$ cat config.mk
export PLATFORM = sky130hd
export DESIGN_NAME = stack_queue_engine_top
export DESIGN_NICKNAME = d
export VERILOG_FILES = /design/src/hdl/sqe_pkg.sv /design/src/hdl/sqe_cell.sv /design/src/hdl/stack_queue_engine_top.sv
export SDC_FILE = /design/constraint.sdc
export NUM_CORES = 2
export LEC_CHECK = 0
export BUFFER_PORTS_ARGS = -buffer_cell sky130_fd_sc_hd__buf_2
export CAP_MARGIN = 20
export CORE_ASPECT_RATIO = 2
export CORE_MARGIN = 3
export CORE_UTILIZATION = 25
export CTS_BUF_LIST = sky130_fd_sc_hd__clkbuf_8
export DETAILED_ROUTE_END_ITERATION = 6
export GPL_TIMING_DRIVEN = 0
export PLACE_DENSITY = 0.37
export SYNTH_ARGS = -nofsm -noshare
export SYNTH_HDL_FRONTEND = slang
export SYNTH_SLANG_ARGS = --single-unit
$ cat constraint.sdc
create_clock -name aclk -period 4.55 [get_ports aclk]
set_clock_uncertainty 0.1 [all_clocks]
set_input_delay 0.91 -clock aclk [delete_from_list [all_inputs] [get_ports aclk]]
set_output_delay 0.91 -clock aclk [all_outputs]
set_load 0.02 [all_outputs]
$ cat src/hdl/sqe_pkg.sv
// Shared types and constants for the stack/queue engine.
// No dependencies; imported by every module of the block.
package sqe_pkg;

    localparam int DATA_W    = 32;
    localparam int ACTION_W  = 2;
    localparam int STATUS_W  = 2;
    localparam int FILL_W    = 7;
    localparam int DEPTH_DEF = 64;

    // stream payload widths, rounded up to whole bytes
    localparam int S_TDATA_W = ((ACTION_W + DATA_W + 7) / 8) * 8;
    localparam int M_TDATA_W = ((STATUS_W + 1 + DATA_W + FILL_W + 7) / 8) * 8;

    typedef enum logic [ACTION_W-1:0] {
        ACT_PUSH = 2'd0,
        ACT_POP  = 2'd1,
        ACT_SWAP = 2'd2,
        ACT_NOP  = 2'd3
    } action_t;

    typedef enum logic [STATUS_W-1:0] {
        ST_OK         = 2'd0,
        ST_POP_EMPTY  = 2'd1,
        ST_SWAP_SHORT = 2'd2,
        ST_PUSH_FULL  = 2'd3
    } status_t;

    // what every cell of the row does when the row updates
    typedef enum logic [2:0] {
        CELL_HOLD     = 3'd0,
        CELL_SHIFT_DN = 3'd1,
        CELL_SHIFT_UP = 3'd2,
        CELL_SWAP     = 3'd3,
        CELL_APPEND   = 3'd4
    } cell_op_t;

    typedef struct packed {
        cell_op_t                   op;
        logic signed [DATA_W-1:0]   value;
    } cell_cmd_t;

endpackage

$ cat src/hdl/sqe_cell.sv
// One storage cell of the stack/queue row; cell 0 holds the top entry.
// Depends on sqe_pkg for the command struct.
module sqe_cell #(
    parameter int IDX   = 0,
    parameter int CNT_W = 7
) (
    input  logic                               aclk,
    input  sqe_pkg::cell_cmd_t                 cmd,
    input  logic [CNT_W-1:0]                   wr_idx,
    input  logic signed [sqe_pkg::DATA_W-1:0]  above,
    input  logic signed [sqe_pkg::DATA_W-1:0]  below,
    output logic signed [sqe_pkg::DATA_W-1:0]  entry
);
    import sqe_pkg::*;

    logic signed [DATA_W-1:0] entry_reg;
    logic signed [DATA_W-1:0] entry_next;

    always_comb begin
        entry_next = entry_reg;
        unique case (cmd.op)
            CELL_SHIFT_DN: entry_next = (IDX == 0) ? cmd.value : above;
            CELL_SHIFT_UP: entry_next = below;
            CELL_SWAP: begin
                if (IDX == 0) begin
                    entry_next = below;
                end else if (IDX == 1) begin
                    entry_next = above;
                end
            end
            CELL_APPEND: begin
                if (wr_idx == CNT_W'(IDX)) begin
                    entry_next = cmd.value;
                end
            end
            default: entry_next = entry_reg;
        endcase
    end

    always_ff @(posedge aclk) begin
        entry_reg <= entry_next;
    end

    assign entry = entry_reg;

endmodule

$ cat src/hdl/stack_queue_engine_top.sv
// Stack/queue engine: a row of DEPTH cells that shift as a unit, plus control.
// Each accepted item's result is registered and shown on the m_ side in the next cycle.
// Throughput: one item per cycle unless the m_ side stalls; the whole row updates in the accept cycle.
// s_tready drops only while a result waits and m_tready is low.
// Reset (aresetn low, synchronous): depth 0, stack mode, output slot empty;
// cell contents are not cleared.
module stack_queue_engine_top #(
    parameter int DEPTH = sqe_pkg::DEPTH_DEF
) (
    input  logic                            aclk,
    input  logic                            aresetn,
    input  logic                            cfg_valid,
    output logic                            cfg_ready,
    input  logic                            cfg_data,    // queue_mode
    input  logic                            s_tvalid,
    output logic                            s_tready,
    // [1:0] action, [33:2] push_value
    input  logic [sqe_pkg::S_TDATA_W-1:0]   s_tdata,
    output logic                            m_tvalid,
    input  logic                            m_tready,
    // [1:0] status, [2] top_valid, [34:3] top_value, [41:35] fill_count
    output logic [sqe_pkg::M_TDATA_W-1:0]   m_tdata
);
    import sqe_pkg::*;

    localparam int CNT_W = $clog2(DEPTH + 1);

    logic                     mode_reg;
    logic [CNT_W-1:0]         count_reg, count_next;
    logic                     m_valid_reg, m_valid_next;
    status_t                  status_reg, status_next;
    logic                     tvalid_reg, tvalid_next;
    logic signed [DATA_W-1:0] value_reg, value_next;
    logic [FILL_W-1:0]        fill_reg, fill_next;

    logic                     acc;
    action_t                  action;
    logic signed [DATA_W-1:0] push_value;
    logic signed [DATA_W-1:0] top_after;
    cell_cmd_t                cmd;
    logic signed [DATA_W-1:0] cell_q [DEPTH];

    assign cfg_ready  = 1'b1;
    assign s_tready   = !m_valid_reg || m_tready;
    assign acc        = s_tvalid && s_tready;
    assign action     = action_t'(s_tdata[ACTION_W-1:0]);
    assign push_value = s_tdata[ACTION_W +: DATA_W];

    always_comb begin
        cmd.op      = CELL_HOLD;
        cmd.value   = push_value;
        count_next  = count_reg;
        status_next = ST_OK;
        top_after   = cell_q[0];
        unique case (action)
            ACT_PUSH: begin
                if (count_reg == CNT_W'(DEPTH)) begin
                    status_next = ST_PUSH_FULL;
                end else if (!mode_reg || count_reg == '0) begin
                    cmd.op     = CELL_SHIFT_DN;
                    count_next = count_reg + 1'b1;
                    top_after  = push_value;
                end else begin
                    // queue mode: land below the deepest entry
                    cmd.op     = CELL_APPEND;
                    count_next = count_reg + 1'b1;
                end
            end
            ACT_POP: begin
                if (count_reg == '0) begin
                    status_next = ST_POP_EMPTY;
                end else begin
                    cmd.op     = CELL_SHIFT_UP;
                    count_next = count_reg - 1'b1;
                    top_after  = cell_q[1];
                end
            end
            ACT_SWAP: begin
                if (count_reg < CNT_W'(2)) begin
                    status_next = ST_SWAP_SHORT;
                end else begin
                    cmd.op    = CELL_SWAP;
                    top_after = cell_q[1];
                end
            end
            ACT_NOP: begin
                cmd.op = CELL_HOLD;
            end
            default: cmd.op = CELL_HOLD;
        endcase
        if (!acc) begin
            cmd.op     = CELL_HOLD;
            count_next = count_reg;
        end
    end

    genvar gi;
    generate
        for (gi = 0; gi < DEPTH; gi++) begin : g_cell
            logic signed [DATA_W-1:0] above_d;
            logic signed [DATA_W-1:0] below_d;
            if (gi == 0) begin : g_first
                assign above_d = '0;
            end else begin : g_mid_a
                assign above_d = cell_q[gi-1];
            end
            if (gi == DEPTH - 1) begin : g_last
                assign below_d = '0;
            end else begin : g_mid_b
                assign below_d = cell_q[gi+1];
            end
            sqe_cell #(
                .IDX   (gi),
                .CNT_W (CNT_W)
            ) u_cell (
                .aclk   (aclk),
                .cmd    (cmd),
                .wr_idx (count_reg),
                .above  (above_d),
                .below  (below_d),
                .entry  (cell_q[gi])
            );
        end
    endgenerate

    assign tvalid_next  = (count_next != '0);
    assign value_next   = tvalid_next ? top_after : '0;
    assign fill_next    = FILL_W'(count_next);
    assign m_valid_next = acc ? 1'b1 : (m_tready ? 1'b0 : m_valid_reg);

    always_ff @(posedge aclk) begin
        if (!aresetn) begin
            mode_reg    <= 1'b0;
            count_reg   <= '0;
            m_valid_reg <= 1'b0;
        end else begin
            if (cfg_valid && cfg_ready) begin
                mode_reg <= cfg_data;
            end
            count_reg   <= count_next;
            m_valid_reg <= m_valid_next;
        end
    end

    always_ff @(posedge aclk) begin
        if (acc) begin
            status_reg <= status_next;
            tvalid_reg <= tvalid_next;
            value_reg  <= value_next;
            fill_reg   <= fill_next;
        end
    end

    assign m_tvalid = m_valid_reg;
    assign m_tdata  = M_TDATA_W'({fill_reg, value_reg, tvalid_reg, status_reg});

endmodule

* Word level (Yosys, flattened, before mapping)
Index checks and enable logic that the tools add are counted.
Operators by class: reduce and logical (&&, ||, !) cells 78, $lt $le $gt $ge 1, eq/ne operators 135, $add $sub $neg 2, multiplexer cells 149
Operators with widths (count):
- $pmux 32 s3 | 65
- $mux 32 | 68
- $eq 7x6->1 const B | 32
- $reduce_and 2->1 | 64
- $ne 2x1->1 const B | 63
- $eq 7x5->1 const B | 16
- $eq 7x4->1 const B | 8
- $eq 7x3->1 const B | 4
- $mux 7 | 3
- $eq 7x2->1 const B | 2
- $pmux 7 s2 | 1
- $pmux 3 s4 | 1
- $mux 3 | 3
- $reduce_bool 3->1 | 3
- $mux 2 | 4
- $add 7x1->7 const B | 1
- $eq 7x1->1 const B | 1
- $eq 7x7->1 const B | 1
- $logic_not 7->1 | 1
- $lt 7x2->1 const B | 1
- $reduce_bool 7->1 | 1
- $sub 7x1->7 const B | 1
- $eq 3x2->1 const B | 2
- $pmux 2 s3 | 1
- 12 further kinds | 18
Word-level totals: bits of input ports 46, word-level logic and storage cells 436, flip-flop bits (word level) 2099

* Longest topological paths before layout
word-level depth 10, gate-level depth with buffers 11, gate-level depth less buffers 8

* Hierarchy
A second synthesis with hierarchy kept.
Second synthesis, totals: cells, all modules 10619, area total of the unflattened synthesis 140523.5 um2
By module, submodules not included:
- sqe_cell at g_cell[10].u_cell ... | cells an instance 163, area an instance 2163.3 um2, times used 18
- sqe_cell at g_cell[11].u_cell ... | cells an instance 163, area an instance 2162.1 um2, times used 16
- sqe_cell at g_cell[19].u_cell ... | cells an instance 163, area an instance 2164.6 um2, times used 12
- sqe_cell at g_cell[16].u_cell ... | cells an instance 163, area an instance 2160.8 um2, times used 11
- sqe_cell at g_cell[15].u_cell ... | cells an instance 163, area an instance 2159.6 um2, times used 3
- stack_queue_engine_top | cells an instance 282, area an instance 2997.9 um2, times used 1
- sqe_cell at g_cell[63].u_cell | cells an instance 163, area an instance 2158.3 um2, times used 1
- sqe_cell at g_cell[12].u_cell | cells an instance 163, area an instance 2145.8 um2, times used 1
- sqe_cell at g_cell[1].u_cell | cells an instance 158, area an instance 2073.2 um2, times used 1
- sqe_cell at g_cell[0].u_cell | cells an instance 73, area an instance 1392.6 um2, times used 1

* Least setup slack after synthesis
No wires, ideal clock.
path type input-to-reg, start input port m_tready, end register g_cell[1].u_cell.entry_reg[0], enable pin, arrival time 4.241 ns, buffers on the path 0, stages on the path 7, setup time 0.390 ns, slack -0.182 ns, path through nor2b_1 > inv_1 > nand2_1 > inv_1 > nand2_1 > nand2b_1 > a41o_1
Between the ends: longest elaborated chain between the ends 7
RTL lines:
- start, declared | line stack_queue_engine_top.sv:20 | input logic m_tready,
- $logic_or 1x1->1 (*) | line stack_queue_engine_top.sv:44 | assign s_tready = !m_valid_reg || m_tready;
- net s_tready | line stack_queue_engine_top.sv:16 | output logic s_tready,
- $logic_and 1x1->1 (*) | line stack_queue_engine_top.sv:45 | assign acc = s_tvalid && s_tready;
- net acc | line stack_queue_engine_top.sv:36 | logic acc;
- $mux 3 (*) | line stack_queue_engine_top.sv:91 | if (!acc) begin
- $eq 3x1->1 / $eq 3x2->1 (equally long branches) | line sqe_cell.sv:21 | unique case (cmd.op)
- $reduce_or 2->1 (no source line)
- $reduce_bool 3->1 (no source line)
- $reduce_and 2->1 (no source line) (*)
- end signal, assigned | line sqe_cell.sv:41 | entry_reg <= entry_next;
- end, declared | line sqe_cell.sv:16 | logic signed [DATA_W-1:0] entry_reg;
The timed path passes the listed nets; every way through them passes the cells marked *. A chain may end at the register's enable or synchronous reset.

* Worst setup path in the final report
start register count_reg[1], end register g_cell[23].u_cell.entry_reg[9], enable pin
Between the ends: longest elaborated chain between the ends 9
RTL lines:
- start, declared | line stack_queue_engine_top.sv:29 | logic [CNT_W-1:0] count_reg, count_next;
- start signal, assigned | line stack_queue_engine_top.sv:140 | count_reg <= count_next;
- parallel branches: the longest is 8 deep, another holds $lt 7x2->1
- $reduce_and 2->1 (no source line) (*)
- end signal, assigned | line sqe_cell.sv:41
- end, declared | line sqe_cell.sv:16
Every way passes the cells marked *.

==> flow_summary.yaml <==
grt:
  grt_pass1_wl_um: 700900
  antenna_found_initial: 27
  grt.total_usage_pct: 29.35
  grt-ovfl-total: 0
  grt_max_degree: 44
  grt_pass1_vias: 65660
finish:
  layout-drive-gt1-share_pct: 22.25
  final_area_um2: 106300
  largest_register_ffs: 2048
  nNetsFinal: 5981
  syn_to_final_growth_pct: 19.43
  fillCellCount: 35470
  final_util_pct: 30.00
  instances_no_fill: 10850
sta:
  finalMaxSlewViolations: 0
  rsz0062_at_grt: "false"
  setup_viol: 0
  timing.final.crit_share_pct: 99.10
  fmax_ghz: 0.2218
  finalSetupTns_ns: 0
  tightest_slew_ns: 1.283
  finalHoldViolations: 0
  period_needed_ns: 4.509
  relSlewSlack_pct: 14.46
synthesis:
  synth_area_um2: 88960
  yosysUniqueCellTypes: 59
  avgSynthCellArea_um2: 16.91
  yosys_warnings: 0
  ys_ff_latch: 2099
  yosysSeqAreaShare_pct: 70.75
  ys.flop_type: "edfxtp_1"
  syn-instance-count: 5261
  synthArstFlopShare_pct: 0
  synth_edf_count: 2090
detailed_routing:
  routed_via_density: 6.290
  vias: 68260
  drtIter0Drc: 9811
  route.detailed.drc: 0
  wl_per_cell_um: 51.23
  routed_wl_um: 556000
  drtAntennaViolNets: 0
  first_pass_iters: 6
power_and_ir_drop:
  swShare_pct: 29.70
  p_sw_mw: 13.54
  p_leak_nw: 35.42
  vdd.ir_drop.worst_mv: 0.2462
  powerDensity_nw_per_um2: 429.1
  comb_power_share_pct: 12.8
  finalPower_mw: 45.59
  power.internal_mw: 32.05
  clockPowerShare_pct: 33.5
  seq_power_share_pct: 53.7
place:
  port_buffers: 82
  dp_cells: 10190
  gp_congestion: 0.9743
  dpl.hpwl_um: 428200
  place_area_um2: 99540
setup_path:
  critPathMaxFanout: 23
  cp.required_ns: 5.18
  worstSetupStartpoint: "count_reg[1]"
  r2r-start: "count_reg[1]"
  critPathKind: "register to register"
  critPathLaunchType: "register"
  cp_data_arrival_time_ns: 5.14
  crit_path_end_kind: "register"
min_path:
  hp-class: "input port to register"
  holdCritStartpoint: "aresetn"
run:
  cap_violations: 0
cts:
  tritoncts: "yes"
  clock-sinks: 2099
  numCtsBuffers: 322
  clock_latency_ns: 1.10
  clockBufferDepth: 4
  root_buffer: "clkbuf_8"
  path_clk_slew_ns: 0.07
  htree_levels: 5
floorplanning:
  die_area_um2: 363500
  core-area_um2: 354100
  dieWidth_um: 427.8
  io_pins: 97
  rows: 309
  start_util_pct: 25.12
  die_h_um: 849.6
status:
  status: "finished, final reports clean"
## critical path, cell delays in order (launching register included)
cell,delay [ns]
dfxtp_1,0.33
clkbuf_2,0.21
inv_1,0.14
ha_2,0.35
nor3b_4,0.52
a21boi_2,0.16
nor4b_4,0.17
buf_6,0.18
clkbuf_2,0.29
buf_1,0.35
a21oi_4,0.94
buf_12,0.28
## what timing repair did
| action | in CTS | in global routing |
|---|---|---|
| setup endpoints to repair | 3530 | 930 |
| gates resized for setup | 62 | 109 |
| setup buffers | 29 | 47 |
| pin swaps | 9 | 12 |
| hold buffers | 3 | 0 |
| gates cloned | 1 | 0 |
| endpoints found under the hold margin | 2 | 0 |
## stage by stage
stage / worst slack [ns] / hold slack, ns
final: 0.04102 / 0.07159
after global routing: 0.06397 / 0.08342
after CTS: -0.07994 / 0.02505
after detailed placement: -0.7154 / 0.4286
after global placement: -4.117 / 0.4158
after floorplan: 0.1803 / 0.3749
## Yosys cell counts (all sizes together), types with 2 or more instances
cell type	number	share of area [%]
edfxtp	2090	71
nand3	22	0.12
mux2i	3	0.034
a21oi	130	0.73
a22o	32	0.32
ha	5	0.070
nor3b	3	0.038
a221o	1985	22
or3	5	0.041
a21o	33	0.28
nor3	5	0.034
conb	2	0.0084
nor2	16	0.076
nor2b	5	0.035
clkbuf	300	1.3
nand2	59	0.25
or4	3	0.025
buf	427	2.4
a211oi	2	0.031
mux2	32	0.41
and3	5	0.035
dfxtp	9	0.20
and2	48	0.34
o21a	2	0.017
nand2b	6	0.042
inv	4	0.017
o21ai	5	0.032
## path summary, 6_finish.rpt
kind	endpoint	slack (ns)	cells after the start
setup / recovery	g_cell[23].u_cell.entry[9]	0.04	11
hold / removal	count_reg[3]	0.07	2
hold reg to reg	g_cell[10].u_cell.entry[30]	0.44	1
setup reg to reg	g_cell[23].u_cell.entry[9]	0.04	11
## area by class of cell
cell class	instances	area, µm²	area share (%)
Antenna cell	40	100.1	0.09421
Buffer	725	3613	3.401
Clock buffer	334	4597	4.326
Clock inverter	207	855.8	0.8055
Inverter	4	18.77	0.01766
Multi-Input combinational cell	2437	23480	22.10
Sequential cell	2099	62940	59.24
Tap cell	4665	5837	5.493
Timing Repair Buffer	341	4806	4.523
## metal layers
metal  up-vias  GRT usage, %  wire length, µm
li1      25240             -                -
met4         4         32.20            74310
met3      1681         6.188            43750
met1     35960         28.07           168000
met2      5383         50.02           269900
met5         -             0               27
## placed cells by master, fill, tap and decap left out, types with 33 or more instances in the layout
cell      instances
edfxtp_1       2090
a221o_1        1985
buf_2           462
clkbuf_8        334
clkbuf_1        180
buf_12          102
inv_1            97
buf_4            87
clkbuf_2         85
clkinv_1         77
a21oi_1          65
a21oi_4          61
buf_8            59
nand2_1          58
and2_1           48
diode_2          40
clkbuf_4         40
buf_16           36
a21o_1           33
## cell families (layout without fill, tap and decap cells)
| logic type | count (synthesis) | count (layout) | synth area share, % |
|---|---|---|---|
| AOI/OAI and AO/OA | 2203 | 2204 | 23.88 |
| xor gates and xnor gates | 1 | 1 | 0.009847 |
| adders and majority gates | 5 | 5 | 0.07032 |
| buffers and inverters | 731 | 1611 | 3.721 |
| DFF | 2099 | 2099 | 70.75 |
| muxes | 35 | 35 | 0.4388 |
| other | 2 | 47 | 0.008442 |
| and+or+nand+nor | 185 | 185 | 1.127 |
## power by group through the flow
| stage | Clock (mW) | Combinational [mW] | Sequential (mW) |
|---|---|---|---|
| floorplan | 0 | 2.86 | 24.0 |
| global placement | 0 | 4.98 | 25.0 |
| detailed placement | 0 | 5.51 | 24.8 |
| CTS | 15.4 | 5.63 | 24.4 |
| global route | 16.1 | 5.93 | 24.5 |
| finish | 15.3 | 5.86 | 24.5 |
No activity file was read; power rests on OpenSTA's default activity.
